**src/hdl/wmdu_pkg.sv**
```systemverilog
// Package: shared types and constants for the word multiply/divide unit.
`timescale 1ns / 1ps
package wmdu_pkg;

  localparam logic [1:0] OP_MULU = 2'd0;
  localparam logic [1:0] OP_MULS = 2'd1;
  localparam logic [1:0] OP_DIVU = 2'd2;
  localparam logic [1:0] OP_DIVS = 2'd3;

  localparam logic [7:0] CYC_MUL_BASE = 8'd38;
  localparam logic [7:0] CYC_DIVU     = 8'd140;
  localparam logic [7:0] CYC_DIVS     = 8'd120;
  localparam logic [7:0] CYC_DIV_ZERO = 8'd38;
  localparam logic [7:0] CYC_DIVU_OVF = 8'd10;
  localparam logic [7:0] CYC_DIVS_OVF = 8'd12;

  typedef struct packed {
    logic [1:0]  req_type;
    logic [15:0] source_value;
    logic [31:0] dest_value;
  } req_t;

  typedef struct packed {
    logic [31:0] result_value;
    logic        write_dest;
    logic        n_flag;
    logic        z_flag;
    logic        nz_written;
    logic        v_flag;
    logic        c_flag;
    logic        divide_by_zero;
    logic [7:0]  base_cycles;
  } rsp_t;

endpackage

```
**src/hdl/wmdu_if.sv**
```systemverilog
// Interfaces: valid/ready channels for request and response beats.
`timescale 1ns / 1ps
interface wmdu_req_if;
  import wmdu_pkg::*;
  logic valid;
  logic ready;
  req_t data;
  modport source (output valid, output data, input ready);
  modport sink (input valid, input data, output ready);
endinterface

interface wmdu_rsp_if;
  import wmdu_pkg::*;
  logic valid;
  logic ready;
  rsp_t data;
  modport source (output valid, output data, input ready);
  modport sink (input valid, input data, output ready);
endinterface

```
**src/hdl/wmdu_div_stage.sv**
```systemverilog
// One divider pipeline stage: STEPS restoring divide steps on a magnitude pair.
`timescale 1ns / 1ps
module wmdu_div_stage #(
  parameter int STEPS = 4
) (
  input  logic [31:0] rem_in,   // partial remainder (upper part of dividend shifting in)
  input  logic [31:0] num_in,   // remaining dividend bits, msb first
  input  logic [15:0] den,
  input  logic [16:0] quo_in,
  output logic [31:0] rem_out,
  output logic [31:0] num_out,
  output logic [16:0] quo_out
);
  import wmdu_pkg::*;

  always_comb begin
    logic [32:0] trial;
    logic [31:0] r;
    logic [31:0] nm;
    logic [16:0] q;
    r  = rem_in;
    nm = num_in;
    q  = quo_in;
    for (int i = 0; i < STEPS; i++) begin
      r     = {r[30:0], nm[31]};
      nm    = {nm[30:0], 1'b0};
      trial = {1'b0, r} - {17'd0, den};
      q     = {q[15:0], ~trial[32]};
      if (!trial[32]) begin
        r = trial[31:0];
      end
    end
    rem_out = r;
    num_out = nm;
    quo_out = q;
  end

endmodule

```
**src/hdl/word_multiply_divide_unit.sv**
```systemverilog
// Top level: pipelined word multiply/divide unit with N/Z/V/C and cycle count.
`timescale 1ns / 1ps
// Executes MULU, MULS, DIVU and DIVS on a 16-bit source and 32-bit destination.
// Fully pipelined: one operation may enter every clock unless the output
// stalls, and passes through NST stages (one prep stage, the divider steps
// over stages two to six, four steps a stage and one in the last, with the
// multiplier registered alongside, one finish stage). The divider array sets
// the depth. The whole pipe advances when the output register is empty or
// taken, so a stalled sink holds every beat in place; else one beat per cycle.
module word_multiply_divide_unit (
  input logic clk,
  input logic rst_n,
  wmdu_req_if.sink   in_ch,
  wmdu_rsp_if.source out_ch
);
  import wmdu_pkg::*;

  localparam int NDIV = 5;   // divider stages, 4 steps each and 1 in the last -> 17 bits
  localparam int NST  = NDIV + 2;

  typedef struct packed {
    logic [1:0]  op;
    logic        sneg;       // dividend negative (signed divide)
    logic        qneg;
    logic        dz;
    logic [7:0]  mcyc;
    logic [31:0] prod;
  } side_t;

  logic         adv;
  logic [NST-1:0] vld_r;

  side_t        sd_r  [NDIV+1];
  logic [31:0]  rem_r [NDIV+1];
  logic [31:0]  num_r [NDIV+1];
  logic [16:0]  quo_r [NDIV+1];
  logic [15:0]  den_r [NDIV+1];
  rsp_t         out_r;

  assign adv         = !out_ch.valid || out_ch.ready;
  assign in_ch.ready = adv;
  assign out_ch.valid = vld_r[NST-1];
  assign out_ch.data  = out_r;

  // ---------------- stage 0: operand prep ----------------
  logic [15:0] s_in, lo_in;
  logic [31:0] t_in, ta_in;
  logic [15:0] sa_in;
  logic        tneg, sneg_in, sgn;
  logic [16:0] sx, lx;
  logic signed [33:0] mprod;
  logic [15:0] tr, cnt_src;
  logic [4:0]  pop;
  side_t       sd0_nxt;

  always_comb begin
    s_in    = in_ch.data.source_value;
    t_in    = in_ch.data.dest_value;
    lo_in   = t_in[15:0];
    sgn     = (in_ch.data.req_type == OP_DIVS);
    tneg    = sgn && t_in[31];
    sneg_in = sgn && s_in[15];
    ta_in   = tneg ? (32'd0 - t_in) : t_in;
    sa_in   = sneg_in ? (16'd0 - s_in) : s_in;
    // MULS counts bit transitions of the source with a zero shifted in below
    tr      = s_in ^ {s_in[14:0], 1'b0};
    cnt_src = (in_ch.data.req_type == OP_MULS) ? tr : s_in;
    pop     = '0;
    for (int i = 0; i < 16; i++) begin
      pop = pop + {4'd0, cnt_src[i]};
    end
    sd0_nxt.op   = in_ch.data.req_type;
    sd0_nxt.sneg = tneg;
    sd0_nxt.qneg = tneg ^ sneg_in;
    sd0_nxt.dz   = (s_in == 16'd0);
    sd0_nxt.mcyc = CYC_MUL_BASE + {2'b0, pop, 1'b0};
    sd0_nxt.prod = '0;
  end

  // signed or unsigned 17x17 product from stage-0 operands
  always_comb begin
    sx    = {(sd_r[0].op == OP_MULS) & den_r[0][15], den_r[0]};
    lx    = {(sd_r[0].op == OP_MULS) & num_r[0][15], num_r[0][15:0]};
    mprod = $signed(sx) * $signed(lx);
  end

  always_ff @(posedge clk) begin
    if (adv) begin
      sd_r[0]  <= sd0_nxt;
      rem_r[0] <= '0;
      // multiplies keep raw operands in num/den; divides carry magnitudes
      num_r[0] <= (in_ch.data.req_type[1]) ? ta_in : {16'd0, lo_in};
      den_r[0] <= (in_ch.data.req_type[1]) ? sa_in : s_in;
      quo_r[0] <= '0;
    end
  end

  // ---------------- divider stages (with multiply at stage 1) -------------
  for (genvar g = 0; g < NDIV; g++) begin : g_div
    logic [31:0] rem_o, num_o;
    logic [16:0] quo_o;
    logic [31:0] rem_i, num_i;
    side_t       sd_nxt;

    // first stage preloads the 15 leading dividend bits into the remainder; they
    // only bear quotient bits of weight 2^17 or more, which overflow via bit 16
    always_comb begin
      if (g == 0) begin
        rem_i = {17'd0, num_r[0][31:17]};
        num_i = {num_r[0][16:0], 15'd0};
      end else begin
        rem_i = rem_r[g];
        num_i = num_r[g];
      end
      sd_nxt = sd_r[g];
      if (g == 0) begin
        sd_nxt.prod = mprod[31:0];
      end
    end

    wmdu_div_stage #(.STEPS((g == NDIV - 1) ? 1 : 4)) u_stage (
      .rem_in (rem_i),
      .num_in (num_i),
      .den    (den_r[g]),
      .quo_in (quo_r[g]),
      .rem_out(rem_o),
      .num_out(num_o),
      .quo_out(quo_o)
    );

    always_ff @(posedge clk) begin
      if (adv) begin
        sd_r[g+1]  <= sd_nxt;
        rem_r[g+1] <= rem_o;
        num_r[g+1] <= num_o;
        quo_r[g+1] <= quo_o;
        den_r[g+1] <= den_r[g];
      end
    end
  end

  // ---------------- finish stage ----------------
  rsp_t  out_nxt;
  side_t sf;
  logic [16:0] qa;
  logic [15:0] ra, q16, r16;
  logic        ovf;

  always_comb begin
    sf  = sd_r[NDIV];
    qa  = quo_r[NDIV];
    ra  = rem_r[NDIV][15:0];
    q16 = sf.qneg ? (16'd0 - qa[15:0]) : qa[15:0];
    r16 = sf.sneg ? (16'd0 - ra) : ra;
    if (sf.op == OP_DIVU) begin
      ovf = qa[16];
    end else begin
      ovf = sf.qneg ? (qa > 17'd32768) : (qa > 17'd32767);
    end
    out_nxt = '0;
    out_nxt.nz_written = 1'b1;
    case (sf.op)
      OP_MULU, OP_MULS: begin
        out_nxt.result_value = sf.prod;
        out_nxt.write_dest   = 1'b1;
        out_nxt.n_flag       = sf.prod[31];
        out_nxt.z_flag       = (sf.prod == 32'd0);
        out_nxt.base_cycles  = sf.mcyc;
      end
      OP_DIVU, OP_DIVS: begin
        if (sf.dz) begin
          out_nxt.divide_by_zero = 1'b1;
          out_nxt.base_cycles    = CYC_DIV_ZERO;
        end else if (ovf) begin
          out_nxt.v_flag      = 1'b1;
          out_nxt.nz_written  = 1'b0;
          out_nxt.base_cycles = (sf.op == OP_DIVU) ? CYC_DIVU_OVF : CYC_DIVS_OVF;
        end else begin
          out_nxt.result_value = {r16, q16};
          out_nxt.write_dest   = 1'b1;
          out_nxt.n_flag       = q16[15];
          out_nxt.z_flag       = (q16 == 16'd0);
          out_nxt.base_cycles  = (sf.op == OP_DIVU) ? CYC_DIVU : CYC_DIVS;
        end
      end
      default: out_nxt = '0;
    endcase
  end

  always_ff @(posedge clk) begin
    if (adv) begin
      out_r <= out_nxt;
    end
  end

  always_ff @(posedge clk) begin
    if (!rst_n) begin
      vld_r <= '0;
    end else if (adv) begin
      vld_r <= {vld_r[NST-2:0], in_ch.valid};
    end
  end

`ifndef SYNTH
  a_hold: assert property (@(posedge clk) disable iff (!rst_n)
    out_ch.valid && !out_ch.ready |=> out_ch.valid && $stable(out_ch.data))
    else $error("stalled response beat changed");
  a_latency: assert property (@(posedge clk) disable iff (!rst_n)
    in_ch.valid && in_ch.ready |=> vld_r[0])
    else $error("accepted beat lost at pipe entry");
  a_c_clear: assert property (@(posedge clk) disable iff (!rst_n)
    out_ch.valid |-> !out_ch.data.c_flag)
    else $error("carry flag set");
  a_excl: assert property (@(posedge clk) disable iff (!rst_n)
    out_ch.valid |-> !(out_ch.data.write_dest &&
                       (out_ch.data.v_flag || out_ch.data.divide_by_zero)))
    else $error("destination written on overflow or zero divide");
`endif

endmodule
```
**src/flat_wrapper.sv**
```systemverilog
// flat-port wrapper written by rule: the top's interface ports become plain ports
module word_multiply_divide_unit_flat import wmdu_pkg::*;
  (clk, rst_n, in_ch_valid, in_ch_data, in_ch_ready, out_ch_valid, out_ch_data, out_ch_ready);
  wmdu_req_if in_ch_i ();
  wmdu_rsp_if out_ch_i ();
  input logic clk;
  input logic rst_n;
  input wire logic [$bits(in_ch_i.valid)-1:0] in_ch_valid;
  input wire logic [$bits(in_ch_i.data)-1:0] in_ch_data;
  output wire logic [$bits(in_ch_i.ready)-1:0] in_ch_ready;
  output wire logic [$bits(out_ch_i.valid)-1:0] out_ch_valid;
  output wire logic [$bits(out_ch_i.data)-1:0] out_ch_data;
  input wire logic [$bits(out_ch_i.ready)-1:0] out_ch_ready;
  assign in_ch_i.valid = in_ch_valid;
  assign in_ch_i.data = in_ch_data;
  assign in_ch_ready = in_ch_i.ready;
  assign out_ch_valid = out_ch_i.valid;
  assign out_ch_data = out_ch_i.data;
  assign out_ch_i.ready = out_ch_ready;
  word_multiply_divide_unit u_core (.clk(clk), .rst_n(rst_n), .in_ch(in_ch_i), .out_ch(out_ch_i));
endmodule
```
**config.mk**
```make
export PLATFORM = sky130hd
export DESIGN_NAME = word_multiply_divide_unit_flat
export DESIGN_NICKNAME = d
export VERILOG_FILES = /design/src/hdl/wmdu_pkg.sv /design/src/hdl/wmdu_if.sv /design/src/hdl/wmdu_div_stage.sv /design/src/hdl/word_multiply_divide_unit.sv /design/src/flat_wrapper.sv
export SDC_FILE = /design/constraint.sdc
export NUM_CORES = 2
export LEC_CHECK = 0
export BUFFER_PORTS_ARGS = -buffer_cell sky130_fd_sc_hd__buf_2
export CORE_MARGIN = 4
export CORE_UTILIZATION = 59
export DETAILED_ROUTE_END_ITERATION = 7
export HOLD_SLACK_MARGIN = 0.08
export PLACE_DENSITY = 0.79
export SYNTH_ARGS = -nofsm -noshare
export SYNTH_HDL_FRONTEND = slang
export SYNTH_SLANG_ARGS = --single-unit
export TNS_END_PERCENT = 30
```
**constraint.sdc**
```tcl
create_clock -name clk -period 16.4 [get_ports clk]
set_input_delay 2.46 -clock clk [delete_from_list [all_inputs] [get_ports clk]]
set_output_delay 2.46 -clock clk [all_outputs]
set_load 0.01 [all_outputs]
```
==> results.cfg <==
[worst_setup_path]
ff2ff_path_depth = 61
critPathRequiredTime_ns = 16.77
crit_path_top_delay_cell = nor4_2
r2r_end = u_core.rem_r[3][26]$_DFFE_PP_
endpoint_kind = register
path_max_fanout = 31
arrival_ns = 15.41
worstSetupPathType = register to register
crit_start = u_core.den_r[2][1]$_DFFE_PP_
cpMostUsedCell = o21ai_0
slowest_delay_ns = 0.58
rrSetupSlack_ns = 1.36
crit_path_start_kind = register
r2r_start = u_core.den_r[2][1]$_DFFE_PP_

[die]
core_um2 = 87200
die_h_um = 305
num_rows = 108
dieArea_um2 = 93100
die_width_um = 305
initial_core_util_pct = 59.8
pin_count = 103

[job]
max_cap_violations = 0

[drt]
ant_nets = 0
drc_errors = 0
wl_per_cell_um = 17.9
detail_route.vias_per_cell = 5.93
drt-pass1-iter-count = 6
via_count = 38800
dr.first_iter.drc_count = 2842
drt_wl_total_um = 117000

[sta]
post-route-period-util_pct = 91.7
worst_slew_pin_slew_ns = 1.09
min_period_ns = 15.04
setup_viol = 0
report.final.slew_viol_count = 0
fin_tns_setup_ns = 0
whs_ns = 0.405
hold_viol_final = 0
fmax_mhz = 66.5
clock_skew_ns = 0.0354
rsz0062_at_grt = false
max_slew_margin_pct = 26.7

[grt]
grt_pass1_vias = 39100
grt_overflow_total = 0
track_usage_pct = 25.0
grt_start_max_net_pins = 187
antenna_found_initial = 1
grt_pass1_wl_um = 193000

[cells_and_area]
areaGrowthSynthToFinish_pct = 7.51
n_fill_cell = 6679
drive_above_1_share_pct = 7.99
final_common_cell = edfxtp_1
nNetsFinal = 6080
stdcell_count = 6539
mostFrequentLayoutCells = edfxtp_1 (608), nand2_1 (551), inv_1 (536)

[clock_tree]
clk_latency_ns = 0.64
clk_pin_slew_ns = 0.07
cts-root-buf = clkbuf_16
cts_buffer_depth = 3
cts_sinks = 615
cts_resized = 0
cts_buffers = 66
h-tree-depth = 3
cts_tree = yes

[min_path]
hold_path_end = u_core.quo_r[3][6]$_DFFE_PP_
min_from = u_core.quo_r[2][2]$_DFFE_PP_
hold_class = register to register
hold_depth = 0

[logic_synthesis]
ys_seq_area_share_pct = 35.3
async_reset_ff_share_pct = 0
ys_types = 125
ys_warn_count = 0
synth.avg_cell_area_um2 = 9.93
yosys_most_used_dff = edfxtp_1
synth_edf_count = 608
synth-seq-cells = 615
syn-cell-area_um2 = 52100
syn_inst = 5249

[outcome]
status = finished, final reports clean

[placement]
io_buffers = 100
dp_hpwl_um = 89800
place_inst = 6420
gp_congestion = 0.907
==> logic make-up (layout without fill, tap and decap cells) <==
family,after synthesis,count (layout),share of synthesized area [%]
xor gates and xnor gates,384,384,6.47
DFF,615,615,35.3
and+or+nand+nor,1679,1679,16.0
other,1,3,0.00720
AOI/OAI and AO/OA,1099,1099,14.0
adders and majority gates,692,692,21.1
buffers and inverters,677,810,5.01
muxes,102,102,2.13
==> synth_stat cells, types with 10 or more instances <==
| master | number | area share, % |
|---|---|---|
| or4_1 | 15 | 0.22 |
| a31o_2 | 14 | 0.24 |
| nand2_1 | 551 | 4.0 |
| or2_2 | 29 | 0.35 |
| o21ai_1 | 25 | 0.24 |
| nand4_1 | 44 | 0.53 |
| nor2_1 | 378 | 2.7 |
| edfxtp_1 | 608 | 35 |
| a211o_1 | 16 | 0.27 |
| a21o_1 | 93 | 1.3 |
| xor2_1 | 138 | 2.3 |
| a21boi_0 | 73 | 1.1 |
| nand2b_1 | 62 | 0.74 |
| buf_2 | 16 | 0.15 |
| fa_1 | 309 | 12 |
| nor2b_1 | 49 | 0.59 |
| nor4_1 | 37 | 0.44 |
| o31a_1 | 10 | 0.17 |
| and3_1 | 55 | 0.66 |
| and2_1 | 138 | 1.7 |
| mux2_2 | 56 | 1.2 |
| o211ai_1 | 19 | 0.27 |
| inv_1 | 537 | 3.9 |
| ha_1 | 383 | 9.2 |
| a21oi_1 | 261 | 2.5 |
| or3_1 | 48 | 0.58 |
| o31ai_1 | 56 | 0.81 |
| mux2i_1 | 36 | 0.69 |
| xnor2_1 | 245 | 4.1 |
| nor3_1 | 90 | 0.86 |
| nand4b_1 | 10 | 0.17 |
| o21ai_0 | 257 | 2.5 |
| clkbuf_1 | 95 | 0.68 |
| o2bb2ai_1 | 30 | 0.50 |
| a31oi_1 | 36 | 0.43 |
| a211oi_1 | 31 | 0.45 |
| buf_1 | 12 | 0.086 |
| nand3_1 | 79 | 0.76 |
| o21a_1 | 39 | 0.56 |
==> state kept, by name, indices dropped and copies added, names as in the netlist <==
| register | count |
|---|---|
| u_core.quo_r | 57 |
| u_core.num_r | 60 |
| u_core.rem_r | 140 |
| u_core.sd_r | 226 |
| u_core.den_r | 80 |
| u_core.out_ch.data | 45 |
| u_core.vld_r | 7 |
==> how the worst max path moves through the flow <==
stage / to / slack, ns / cells past startpoint
floorplan: u_core.rem_r[1][10]$_DFFE_PP_ / 2.73 / 71
global placement: u_core.rem_r[3][1]$_DFFE_PP_ / 1.83 / 61
detailed placement: u_core.rem_r[3][3]$_DFFE_PP_ / 1.45 / 61
CTS: u_core.rem_r[3][5]$_DFFE_PP_ / 1.33 / 61
global route: u_core.rem_r[3][28]$_DFFE_PP_ / 0.01 / 61
finish: u_core.rem_r[3][26]$_DFFE_PP_ / 1.36 / 61
==> layout make-up <==
class	instances	area, um2	share of cell area [%]
Inverter	545	2050	3.66
Clock inverter	39	420	0.750
Tap cell	1155	1450	2.58
Antenna cell	1	2.50	0.00447
Timing Repair Buffer	148	886	1.58
Sequential cell	615	18400	32.8
Clock buffer	78	1700	3.03
Multi-Input combinational cell	3958	31100	55.6
==> through the flow <==
step                      worst slack [ns]  cell area (um2)  utilization [%]
final                                 1.36            56000             64.3
after global routing                0.0117            56000             64.3
after CTS                             1.33            56000             64.3
after detailed placement              1.45            53900             61.8
after global placement                1.83            53900             61.8
after floorplan                       2.73            52100                -
==> layer usage <==
layer / vias up / track usage [%] / wire [um]
li1: 18700 / - / -
met1: 18600 / 32.4 / 49500
met2: 1221 / 43.1 / 56700
met3: 232 / 4.33 / 7710
met4: 0 / 7.67 / 3420
met5: - / 0 / 0
==> worst max-delay path, delay by kind of cell (launching register included) <==
family                     cells  cell delay [ns]
AOI/OAI and AO/OA             34             7.72
xor gates and xnor gates       1             0.16
adders and majority gates      4             1.54
buffers and inverters          6             1.20
DFF                            1             0.47
and+or+nand+nor               16             3.65
==> what timing repair did <==
action,CTS,global route
hold buffers,0,0
buffers inserted,0,1
endpoints found under the setup margin,0,27
Power is not shown: default switching activity piles up to over one toggle a cycle in this logic, so the estimate is an artifact.
